## src/rtl/srde_pkg.sv

```systemverilog
`timescale 1ns / 1ps
// shared constants, command and status types and the reciprocal table of the digit emitter
package srde_pkg;

    localparam int NUMBER_WIDTH = 32;
    localparam int MAX_SYMBOLS  = 16;
    localparam int SYM_W        = 8;
    localparam int COUNT_W      = 5;
    localparam int DIGIT_W      = 4;
    localparam int MAX_DIGITS   = 32;
    localparam int DIGIT_IDX_W  = 5;
    localparam int DCOUNT_W     = 6;
    localparam int CFG_IDX_W    = 2;
    localparam int CFG_DATA_W   = 64;
    localparam int PROD_W       = 2 * NUMBER_WIDTH;
    localparam int REM_W        = 6;

    // character codes
    localparam logic [SYM_W-1:0] MINUS_CHAR  = 8'd45;
    localparam logic [SYM_W-1:0] PLUS_CHAR   = 8'd43;
    localparam logic [SYM_W-1:0] LOWEST_BAD  = 8'd32;
    localparam logic [SYM_W-1:0] HIGHEST_BAD = 8'd126;

    // configuration register indexes
    localparam logic [CFG_IDX_W-1:0] REG_SYMBOL_COUNT = 2'd0;
    localparam logic [CFG_IDX_W-1:0] REG_SYMBOLS_LO   = 2'd1;
    localparam logic [CFG_IDX_W-1:0] REG_SYMBOLS_HI   = 2'd2;

    // controller to datapath
    typedef struct packed {
        logic load_in;
        logic mul;
        logic div;
        logic out_load;
        logic out_minus;
    } srde_cmd_t;

    // datapath to controller
    typedef struct packed {
        logic alpha_ok;
        logic neg;
        logic q_zero;
        logic last_digit;
        logic out_free;
    } srde_status_t;

    // floor(2^32 / n), used as an underestimating reciprocal of the radix
    function automatic logic [NUMBER_WIDTH-1:0] recip_of(input logic [COUNT_W-1:0] n);
        logic [NUMBER_WIDTH-1:0] r;
        unique case (n)
            5'd2:    r = 32'h8000_0000;
            5'd3:    r = 32'h5555_5555;
            5'd4:    r = 32'h4000_0000;
            5'd5:    r = 32'h3333_3333;
            5'd6:    r = 32'h2AAA_AAAA;
            5'd7:    r = 32'h2492_4924;
            5'd8:    r = 32'h2000_0000;
            5'd9:    r = 32'h1C71_C71C;
            5'd10:   r = 32'h1999_9999;
            5'd11:   r = 32'h1745_D174;
            5'd12:   r = 32'h1555_5555;
            5'd13:   r = 32'h13B1_3B13;
            5'd14:   r = 32'h1249_2492;
            5'd15:   r = 32'h1111_1111;
            5'd16:   r = 32'h1000_0000;
            default: r = '0;
        endcase
        return r;
    endfunction

endpackage

```

## src/rtl/srde_datapath.sv

```systemverilog
`timescale 1ns / 1ps
// datapath: config registers, alphabet check, divide-by-radix unit, digit store, output register
module srde_datapath
    import srde_pkg::*;
(
    input  logic                    aclk,
    input  logic                    aresetn,
    input  logic                    cfg_we,
    input  logic [CFG_IDX_W-1:0]    cfg_index,
    input  logic [CFG_DATA_W-1:0]   cfg_data,
    input  logic [NUMBER_WIDTH-1:0] s_tdata,
    input  srde_cmd_t               cmd,
    output srde_status_t            status,
    output logic                    m_tvalid,
    input  logic                    m_tready,
    output logic [SYM_W-1:0]        m_tdata,
    output logic                    m_tlast
);

    logic [COUNT_W-1:0]      count_reg;
    logic [CFG_DATA_W-1:0]   sym_lo_reg;
    logic [CFG_DATA_W-1:0]   sym_hi_reg;
    logic [COUNT_W-1:0]      eff_n;
    logic [2*CFG_DATA_W-1:0] sym_all;
    logic [SYM_W-1:0]        sym [MAX_SYMBOLS];
    logic                    alpha_ok;

    logic [NUMBER_WIDTH-1:0] mag_reg;
    logic [NUMBER_WIDTH-1:0] mag_next;
    logic                    neg_reg;
    logic [NUMBER_WIDTH-1:0] recip_reg;
    logic [PROD_W-1:0]       prod_reg;
    logic [DCOUNT_W-1:0]     ndig_reg;
    logic [DCOUNT_W-1:0]     nd_m1;
    logic [DIGIT_W-1:0]      digits [MAX_DIGITS];

    logic [NUMBER_WIDTH-1:0]         q_est;
    logic [NUMBER_WIDTH+COUNT_W-1:0] qn;
    logic [NUMBER_WIDTH-1:0]         diff;
    logic [REM_W-1:0]                r_est;
    logic [REM_W-1:0]                r_fix;
    logic                            corr;
    logic [NUMBER_WIDTH-1:0]         q_fix;
    logic [DIGIT_IDX_W-1:0]          rd_idx;

    logic             m_tvalid_reg;
    logic [SYM_W-1:0] m_tdata_reg;
    logic             m_tlast_reg;

    // configuration writes
    always_ff @(posedge aclk) begin
        if (!aresetn) begin
            count_reg  <= '0;
            sym_lo_reg <= '0;
            sym_hi_reg <= '0;
        end else if (cfg_we) begin
            unique case (cfg_index)
                REG_SYMBOL_COUNT: count_reg  <= cfg_data[COUNT_W-1:0];
                REG_SYMBOLS_LO:   sym_lo_reg <= cfg_data;
                REG_SYMBOLS_HI:   sym_hi_reg <= cfg_data;
                default: ;
            endcase
        end
    end

    // radix saturates at the alphabet cap
    assign eff_n   = (count_reg > COUNT_W'(MAX_SYMBOLS)) ? COUNT_W'(MAX_SYMBOLS) : count_reg;
    assign sym_all = {sym_hi_reg, sym_lo_reg};

    always_comb begin
        for (int i = 0; i < MAX_SYMBOLS; i++) begin
            sym[i] = sym_all[i*SYM_W +: SYM_W];
        end
    end

    // alphabet check: range, sign chars, and every pair in use
    always_comb begin
        alpha_ok = (eff_n >= COUNT_W'(2));
        for (int i = 0; i < MAX_SYMBOLS; i++) begin
            if (COUNT_W'(i) < eff_n) begin
                if (sym[i] == PLUS_CHAR || sym[i] == MINUS_CHAR ||
                    sym[i] <= LOWEST_BAD || sym[i] >= HIGHEST_BAD) begin
                    alpha_ok = 1'b0;
                end
                for (int j = i + 1; j < MAX_SYMBOLS; j++) begin
                    if (COUNT_W'(j) < eff_n && sym[j] == sym[i]) begin
                        alpha_ok = 1'b0;
                    end
                end
            end
        end
    end

    // magnitude of the input; the most negative value maps onto the sign bit
    assign mag_next = s_tdata[NUMBER_WIDTH-1] ? (~s_tdata + NUMBER_WIDTH'(1)) : s_tdata;

    // quotient estimate with one correction step
    assign q_est = prod_reg[PROD_W-1:NUMBER_WIDTH];
    assign qn    = {{COUNT_W{1'b0}}, q_est} * {{NUMBER_WIDTH{1'b0}}, eff_n};
    assign diff  = mag_reg - qn[NUMBER_WIDTH-1:0];
    assign r_est = diff[REM_W-1:0];
    assign corr  = (r_est >= {1'b0, eff_n});
    assign q_fix = q_est + {{(NUMBER_WIDTH-1){1'b0}}, corr};
    assign r_fix = corr ? (r_est - {1'b0, eff_n}) : r_est;

    assign nd_m1  = ndig_reg - DCOUNT_W'(1);
    assign rd_idx = nd_m1[DIGIT_IDX_W-1:0];

    // digit count
    always_ff @(posedge aclk) begin
        if (!aresetn) begin
            ndig_reg <= '0;
        end else if (cmd.load_in) begin
            ndig_reg <= '0;
        end else if (cmd.div) begin
            ndig_reg <= ndig_reg + DCOUNT_W'(1);
        end else if (cmd.out_load && !cmd.out_minus) begin
            ndig_reg <= nd_m1;
        end
    end

    // number, reciprocal, product and digit store
    always_ff @(posedge aclk) begin
        if (cmd.load_in) begin
            mag_reg   <= mag_next;
            neg_reg   <= s_tdata[NUMBER_WIDTH-1];
            recip_reg <= recip_of(eff_n);
        end else if (cmd.div) begin
            mag_reg <= q_fix;
        end
        if (cmd.mul) begin
            prod_reg <= mag_reg * recip_reg;
        end
        if (cmd.div) begin
            digits[ndig_reg[DIGIT_IDX_W-1:0]] <= r_fix[DIGIT_W-1:0];
        end
    end

    // output register
    always_ff @(posedge aclk) begin
        if (!aresetn) begin
            m_tvalid_reg <= 1'b0;
        end else if (cmd.out_load) begin
            m_tvalid_reg <= 1'b1;
        end else if (m_tready) begin
            m_tvalid_reg <= 1'b0;
        end
    end

    always_ff @(posedge aclk) begin
        if (cmd.out_load) begin
            m_tdata_reg <= cmd.out_minus ? MINUS_CHAR : sym[digits[rd_idx]];
            m_tlast_reg <= !cmd.out_minus && (ndig_reg == DCOUNT_W'(1));
        end
    end

    assign status.alpha_ok   = alpha_ok;
    assign status.neg        = neg_reg;
    assign status.q_zero     = (q_fix == '0);
    assign status.last_digit = (ndig_reg == DCOUNT_W'(1));
    assign status.out_free   = !m_tvalid_reg || m_tready;

    assign m_tvalid = m_tvalid_reg;
    assign m_tdata  = m_tdata_reg;
    assign m_tlast  = m_tlast_reg;

endmodule

```

## src/rtl/srde_ctrl.sv

```systemverilog
`timescale 1ns / 1ps
// controller: sequences check, digit extraction and character output
module srde_ctrl
    import srde_pkg::*;
(
    input  logic         aclk,
    input  logic         aresetn,
    input  logic         s_tvalid,
    output logic         s_tready,
    input  srde_status_t status,
    output srde_cmd_t    cmd
);

    typedef enum logic [5:0] {
        ST_IDLE  = 6'b000001,
        ST_CHECK = 6'b000010,
        ST_MUL   = 6'b000100,
        ST_DIV   = 6'b001000,
        ST_SIGN  = 6'b010000,
        ST_EMIT  = 6'b100000
    } state_t;

    state_t state_reg;
    state_t state_next;

    always_ff @(posedge aclk) begin
        if (!aresetn) begin
            state_reg <= ST_IDLE;
        end else begin
            state_reg <= state_next;
        end
    end

    // next state and commands
    always_comb begin
        cmd        = '0;
        state_next = state_reg;
        s_tready   = (state_reg == ST_IDLE);
        unique case (state_reg)
            ST_IDLE: begin
                if (s_tvalid) begin
                    cmd.load_in = 1'b1;
                    state_next  = ST_CHECK;
                end
            end
            ST_CHECK: begin
                state_next = status.alpha_ok ? ST_MUL : ST_IDLE;
            end
            ST_MUL: begin
                cmd.mul    = 1'b1;
                state_next = ST_DIV;
            end
            ST_DIV: begin
                cmd.div = 1'b1;
                if (status.q_zero) begin
                    state_next = status.neg ? ST_SIGN : ST_EMIT;
                end else begin
                    state_next = ST_MUL;
                end
            end
            ST_SIGN: begin
                if (status.out_free) begin
                    cmd.out_load  = 1'b1;
                    cmd.out_minus = 1'b1;
                    state_next    = ST_EMIT;
                end
            end
            ST_EMIT: begin
                if (status.out_free) begin
                    cmd.out_load = 1'b1;
                    if (status.last_digit) begin
                        state_next = ST_IDLE;
                    end
                end
            end
            default: state_next = ST_IDLE;
        endcase
    end

endmodule

```

## src/rtl/signed_radix_digit_emitter_core.sv

```systemverilog
`timescale 1ns / 1ps
// top level of the signed radix digit emitter
// an input number is loaded and the alphabet checked, then each of its digits (1 to 32) takes a multiply
// step and a divide-and-correct step; a minus sign goes out first for a negative number, then the digits,
// each character waiting until the output register is free; a new number is taken only after the last
// character has been loaded into the output register; an invalid alphabet drops a number after the check
// reset (synchronous, active low) clears config to zero; the last character may wait in the output register while the next number is taken
module signed_radix_digit_emitter_core
    import srde_pkg::*;
(
    input  logic                    aclk,
    input  logic                    aresetn,
    input  logic                    cfg_we,
    input  logic [CFG_IDX_W-1:0]    cfg_index,
    input  logic [CFG_DATA_W-1:0]   cfg_data,
    input  logic                    s_tvalid,
    output logic                    s_tready,
    input  logic [NUMBER_WIDTH-1:0] s_tdata,   // [31:0] number
    output logic                    m_tvalid,
    input  logic                    m_tready,
    output logic [SYM_W-1:0]        m_tdata,   // [7:0] symbol
    output logic                    m_tlast
);

    srde_cmd_t    cmd;
    srde_status_t status;

    srde_ctrl u_ctrl (
        .aclk     (aclk),
        .aresetn  (aresetn),
        .s_tvalid (s_tvalid),
        .s_tready (s_tready),
        .status   (status),
        .cmd      (cmd)
    );

    srde_datapath u_dp (
        .aclk      (aclk),
        .aresetn   (aresetn),
        .cfg_we    (cfg_we),
        .cfg_index (cfg_index),
        .cfg_data  (cfg_data),
        .s_tdata   (s_tdata),
        .cmd       (cmd),
        .status    (status),
        .m_tvalid  (m_tvalid),
        .m_tready  (m_tready),
        .m_tdata   (m_tdata),
        .m_tlast   (m_tlast)
    );

endmodule

```

## config.mk

```make
export PLATFORM = sky130hd
export DESIGN_NAME = signed_radix_digit_emitter_core
export DESIGN_NICKNAME = d
export VERILOG_FILES = /design/src/rtl/srde_pkg.sv /design/src/rtl/srde_datapath.sv /design/src/rtl/srde_ctrl.sv /design/src/rtl/signed_radix_digit_emitter_core.sv
export SDC_FILE = /design/constraint.sdc
export NUM_CORES = 2
export LEC_CHECK = 0
export BUFFER_PORTS_ARGS = -buffer_cell sky130_fd_sc_hd__buf_2
export CORE_ASPECT_RATIO = 1.1
export CORE_MARGIN = 5
export CORE_UTILIZATION = 29
export DETAILED_ROUTE_END_ITERATION = 8
export GPL_ROUTABILITY_DRIVEN = 0
export GPL_TIMING_DRIVEN = 1
export PLACE_DENSITY = 0.53
export SYNTH_ARGS = -nofsm -noshare
export SYNTH_HDL_FRONTEND = slang
export SYNTH_SLANG_ARGS = --single-unit
```

## constraint.sdc

```tcl
create_clock -name aclk -period 7.3 [get_ports aclk]
set_input_delay 0 -clock aclk [delete_from_list [all_inputs] [get_ports aclk]]
set_output_delay 0 -clock aclk [all_outputs]
set_load 0.05 [all_outputs]
```

==> results.py <==
metrics = {
    "floorplanning": {
        "die_width_um": 447,
        "die_h_um": 491,
        "start_util_pct": 29.1,
        "coreArea_mm2": 0.209,
        "ios": 114,
        "num_rows": 176,
        "die_area_mm2": 0.219,
    },
    "sta": {
        "slew-limit-headroom_pct": 22.7,
        "drv_slew": 0,
        "tightest_slew_ns": 1.15,
        "post-route-min-period_ns": 7.83,
        "rsz0062_at_grt": "true",
        "hold_viol_final": 0,
        "report.final.setup_viol": 29,
        "fin_crit_sh_pct": 107,
        "setup_ws_ns": -0.531,
        "clock_skew_ns": 0.0989,
        "fmax_mhz": 128,
        "fin_hold_ws_ns": 0.0517,
    },
    "setup_path": {
        "worst-path-stages": 28,
        "cp-start-kind": "flop",
        "reg2reg_depth": 28,
        "crit_arrival_ns": 8.24,
        "cpLargestDelayFamily": "adder cells",
        "required_ns": 7.71,
        "path_max_fanout": 6,
        "cpMostUsedCell": "fa_1",
        "criticalPathCategory": "flop to flop",
        "crit_path_max_incr_delay_ns": 0.59,
        "cp.buffers_inverters": 9,
        "cp_slowest_cell": "fa_1",
        "cp-end-kind": "flop",
    },
    "routing": {
        "via_per_inst": 5.09,
        "drc": 0,
        "via_count": 50899,
        "wl_um": 236000,
        "drt_iter0_drc": 4837,
        "antenna_left": 0,
        "first_pass_iters": 6,
        "routedWlPerCell_um": 23.5,
    },
    "logic_synthesis": {
        "netlist_top_cells_area": "fa_1 (30%), edfxtp_1 (11%), xnor2_1 (11%)",
        "synth.distinct_cells": 78,
        "ys_seq_area_share_pct": 15.9,
        "synthesis.area_mm2": 0.0609,
        "synth.largest_area_cell": "fa_1",
        "postSynthAreaPerCell_um2": 9.11,
        "async_flop_share_pct": 0,
        "ys_seq_elements": 370,
        "synthTopCellsByCount": "inv_1 (1030), fa_1 (903), nand2_1 (846)",
        "yosysMostFrequentCell": "inv_1",
        "synth_edf_count": 224,
        "synth-warning-count": 0,
        "synth_top_area_share_pct": 29.7,
        "synthFlopType": "edfxtp_1",
        "synth_cells": 6679,
        "syn_nets": 7970,
    },
    "job": {
        "maxCapViolCount": 0,
    },
    "cells_and_area": {
        "drive_gt1_share_pct": 17.2,
        "largest_reg_flops": 128,
        "synthToLayoutAreaGrowth_pct": 20.2,
        "nets": 8494,
        "fillCellCount": 21188,
        "seqCellArea_mm2": 0.00965,
        "multi_input_area_mm2": 0.0465,
    },
    "clock_tree": {
        "cts_max_level": 2,
        "cts_made_buffers": 48,
        "cts.clk_slew.worst_paths_ns": 0.06,
        "clk-insertion-delay-late_ns": 0.69,
        "clockBufferDepth": 3,
        "cts_root_buf": "clkbuf_16",
        "tritoncts": "yes",
        "cts.sinks": 370,
    },
    "min_path": {
        "min_path_cells": 4,
        "hp-class": "primary input to flop",
    },
    "global_route": {
        "grt_antenna_before_repair": 10,
        "first_global_vias": 53589,
        "grt_overflow": 0,
        "grt_max_degree": 85,
        "grtUsageTotal_pct": 21.1,
        "grt_pass1_wl_um": 350000,
    },
    "placed_design": {
        "place_ws_ns": -1.03,
        "port_buffers": 113,
        "hpwlAfterDp_um": 179000,
    },
    "outcome": {
        "violations": "setup timing",
        "status": "finished, violations left",
    },
}
## layout by cell type, fill, tap and decap left out, types with 17 or more instances in the layout
master and count:
a211oi_1 31, a21o_1 41, a21oi_1 217, a31oi_1 48, and2_1 238, buf_12 46
buf_2 113, buf_4 711, buf_6 24, clkbuf_16 50, dfxtp_1 145, dlygate4sd3_1 85
edfxtp_1 224, fa_1 871, fa_2 32, ha_1 258, ha_4 25, inv_1 1014
inv_2 17, mux2i_1 55, mux4_2 47, nand2_1 840, nand3_1 58, nand4_1 192
nor2_1 110, nor2b_1 29, nor3_1 62, nor4_1 119, o21a_1 18, o21ai_0 73
xnor2_1 743, xor2_1 324
## layout make-up
| class | instances | area share [%] |
|---|---|---|
| Multi-Input combinational cell | 4769 | 63.6 |
| Clock buffer | 67 | 1.84 |
| Inverter | 1032 | 5.30 |
| Sequential cell | 370 | 13.2 |
| Tap cell | 2759 | 4.72 |
| Antenna cell | 4 | 0.0137 |
| Clock inverter | 23 | 0.438 |
| Timing Repair Buffer | 982 | 10.9 |
## final timing paths
| check | from | endpoint | slack (ns) |
|---|---|---|---|
| worst max register to register | u_dp.recip_reg[16] | u_dp.prod_reg[58] | -0.53 |
| worst min register to register | u_dp.sym_lo_reg[46] | u_dp.sym_lo_reg[46] | 0.45 |
| worst min-delay path | s_tdata[10] | u_dp.mag_reg[10] | 0.05 |
| worst max-delay path | u_dp.recip_reg[16] | u_dp.prod_reg[58] | -0.53 |
## kinds of logic (layout without fill, tap and decap cells)
kind of cell / Yosys count / count (layout) / share of synthesized area (%)
AOI/OAI and AO/OA: 589 / 589 / 6.01
and+or+nand+nor: 1796 / 1796 / 14.5
adders and majority gates: 1188 / 1188 / 35.6
buffers and inverters: 1540 / 2104 / 9.64
xor gates and xnor gates: 1081 / 1081 / 15.6
DFF: 370 / 370 / 15.9
other: 0 / 4 / 0
muxes: 115 / 115 / 2.89
## worst register-to-register path: cells and delay by family (launching register included)
| family | cells | cell delay [ns] |
|---|---|---|
| buf+inv | 9 | 0.77 |
| fa+ha+maj | 9 | 4.53 |
| compound gates | 7 | 1.48 |
| flops | 1 | 0.42 |
| simple gates | 3 | 0.35 |
## timing repair
action	CTS	global route
buffers inserted	11	20
resized for setup	170	90
hold endpoints to repair	157	0
hold buffers	85	0
endpoints found under the setup margin	32	35
gates cloned	0	1
pin swaps	34	50
## layer usage
metal / global-route usage, % / routed length, um / part of all wire (%)
met5: 0 / 42 / 0.018
met4: 9.15 / 13000 / 5.5
met3: 3.31 / 18400 / 7.8
met2: 35.3 / 112000 / 48
met1: 26.9 / 91900 / 39
## per-stage QoR
stage | std cells | TNS, ns | utilization [%] | instance area (um2)
final | 10006 | -8.62 | 35.0 | 73200
after global placement | 9796 | -21.30 | 33.1 | 69200
after floorplan | 6679 | 0 | - | 60900
after CTS | 9982 | -7.07 | 34.7 | 72600
after global routing | 10002 | -14.64 | 35.0 | 73200
after detailed placement | 9796 | -20.17 | 33.1 | 69200
Power is not shown: default switching activity piles up to over one toggle a cycle in this logic, so the estimate is an artifact.
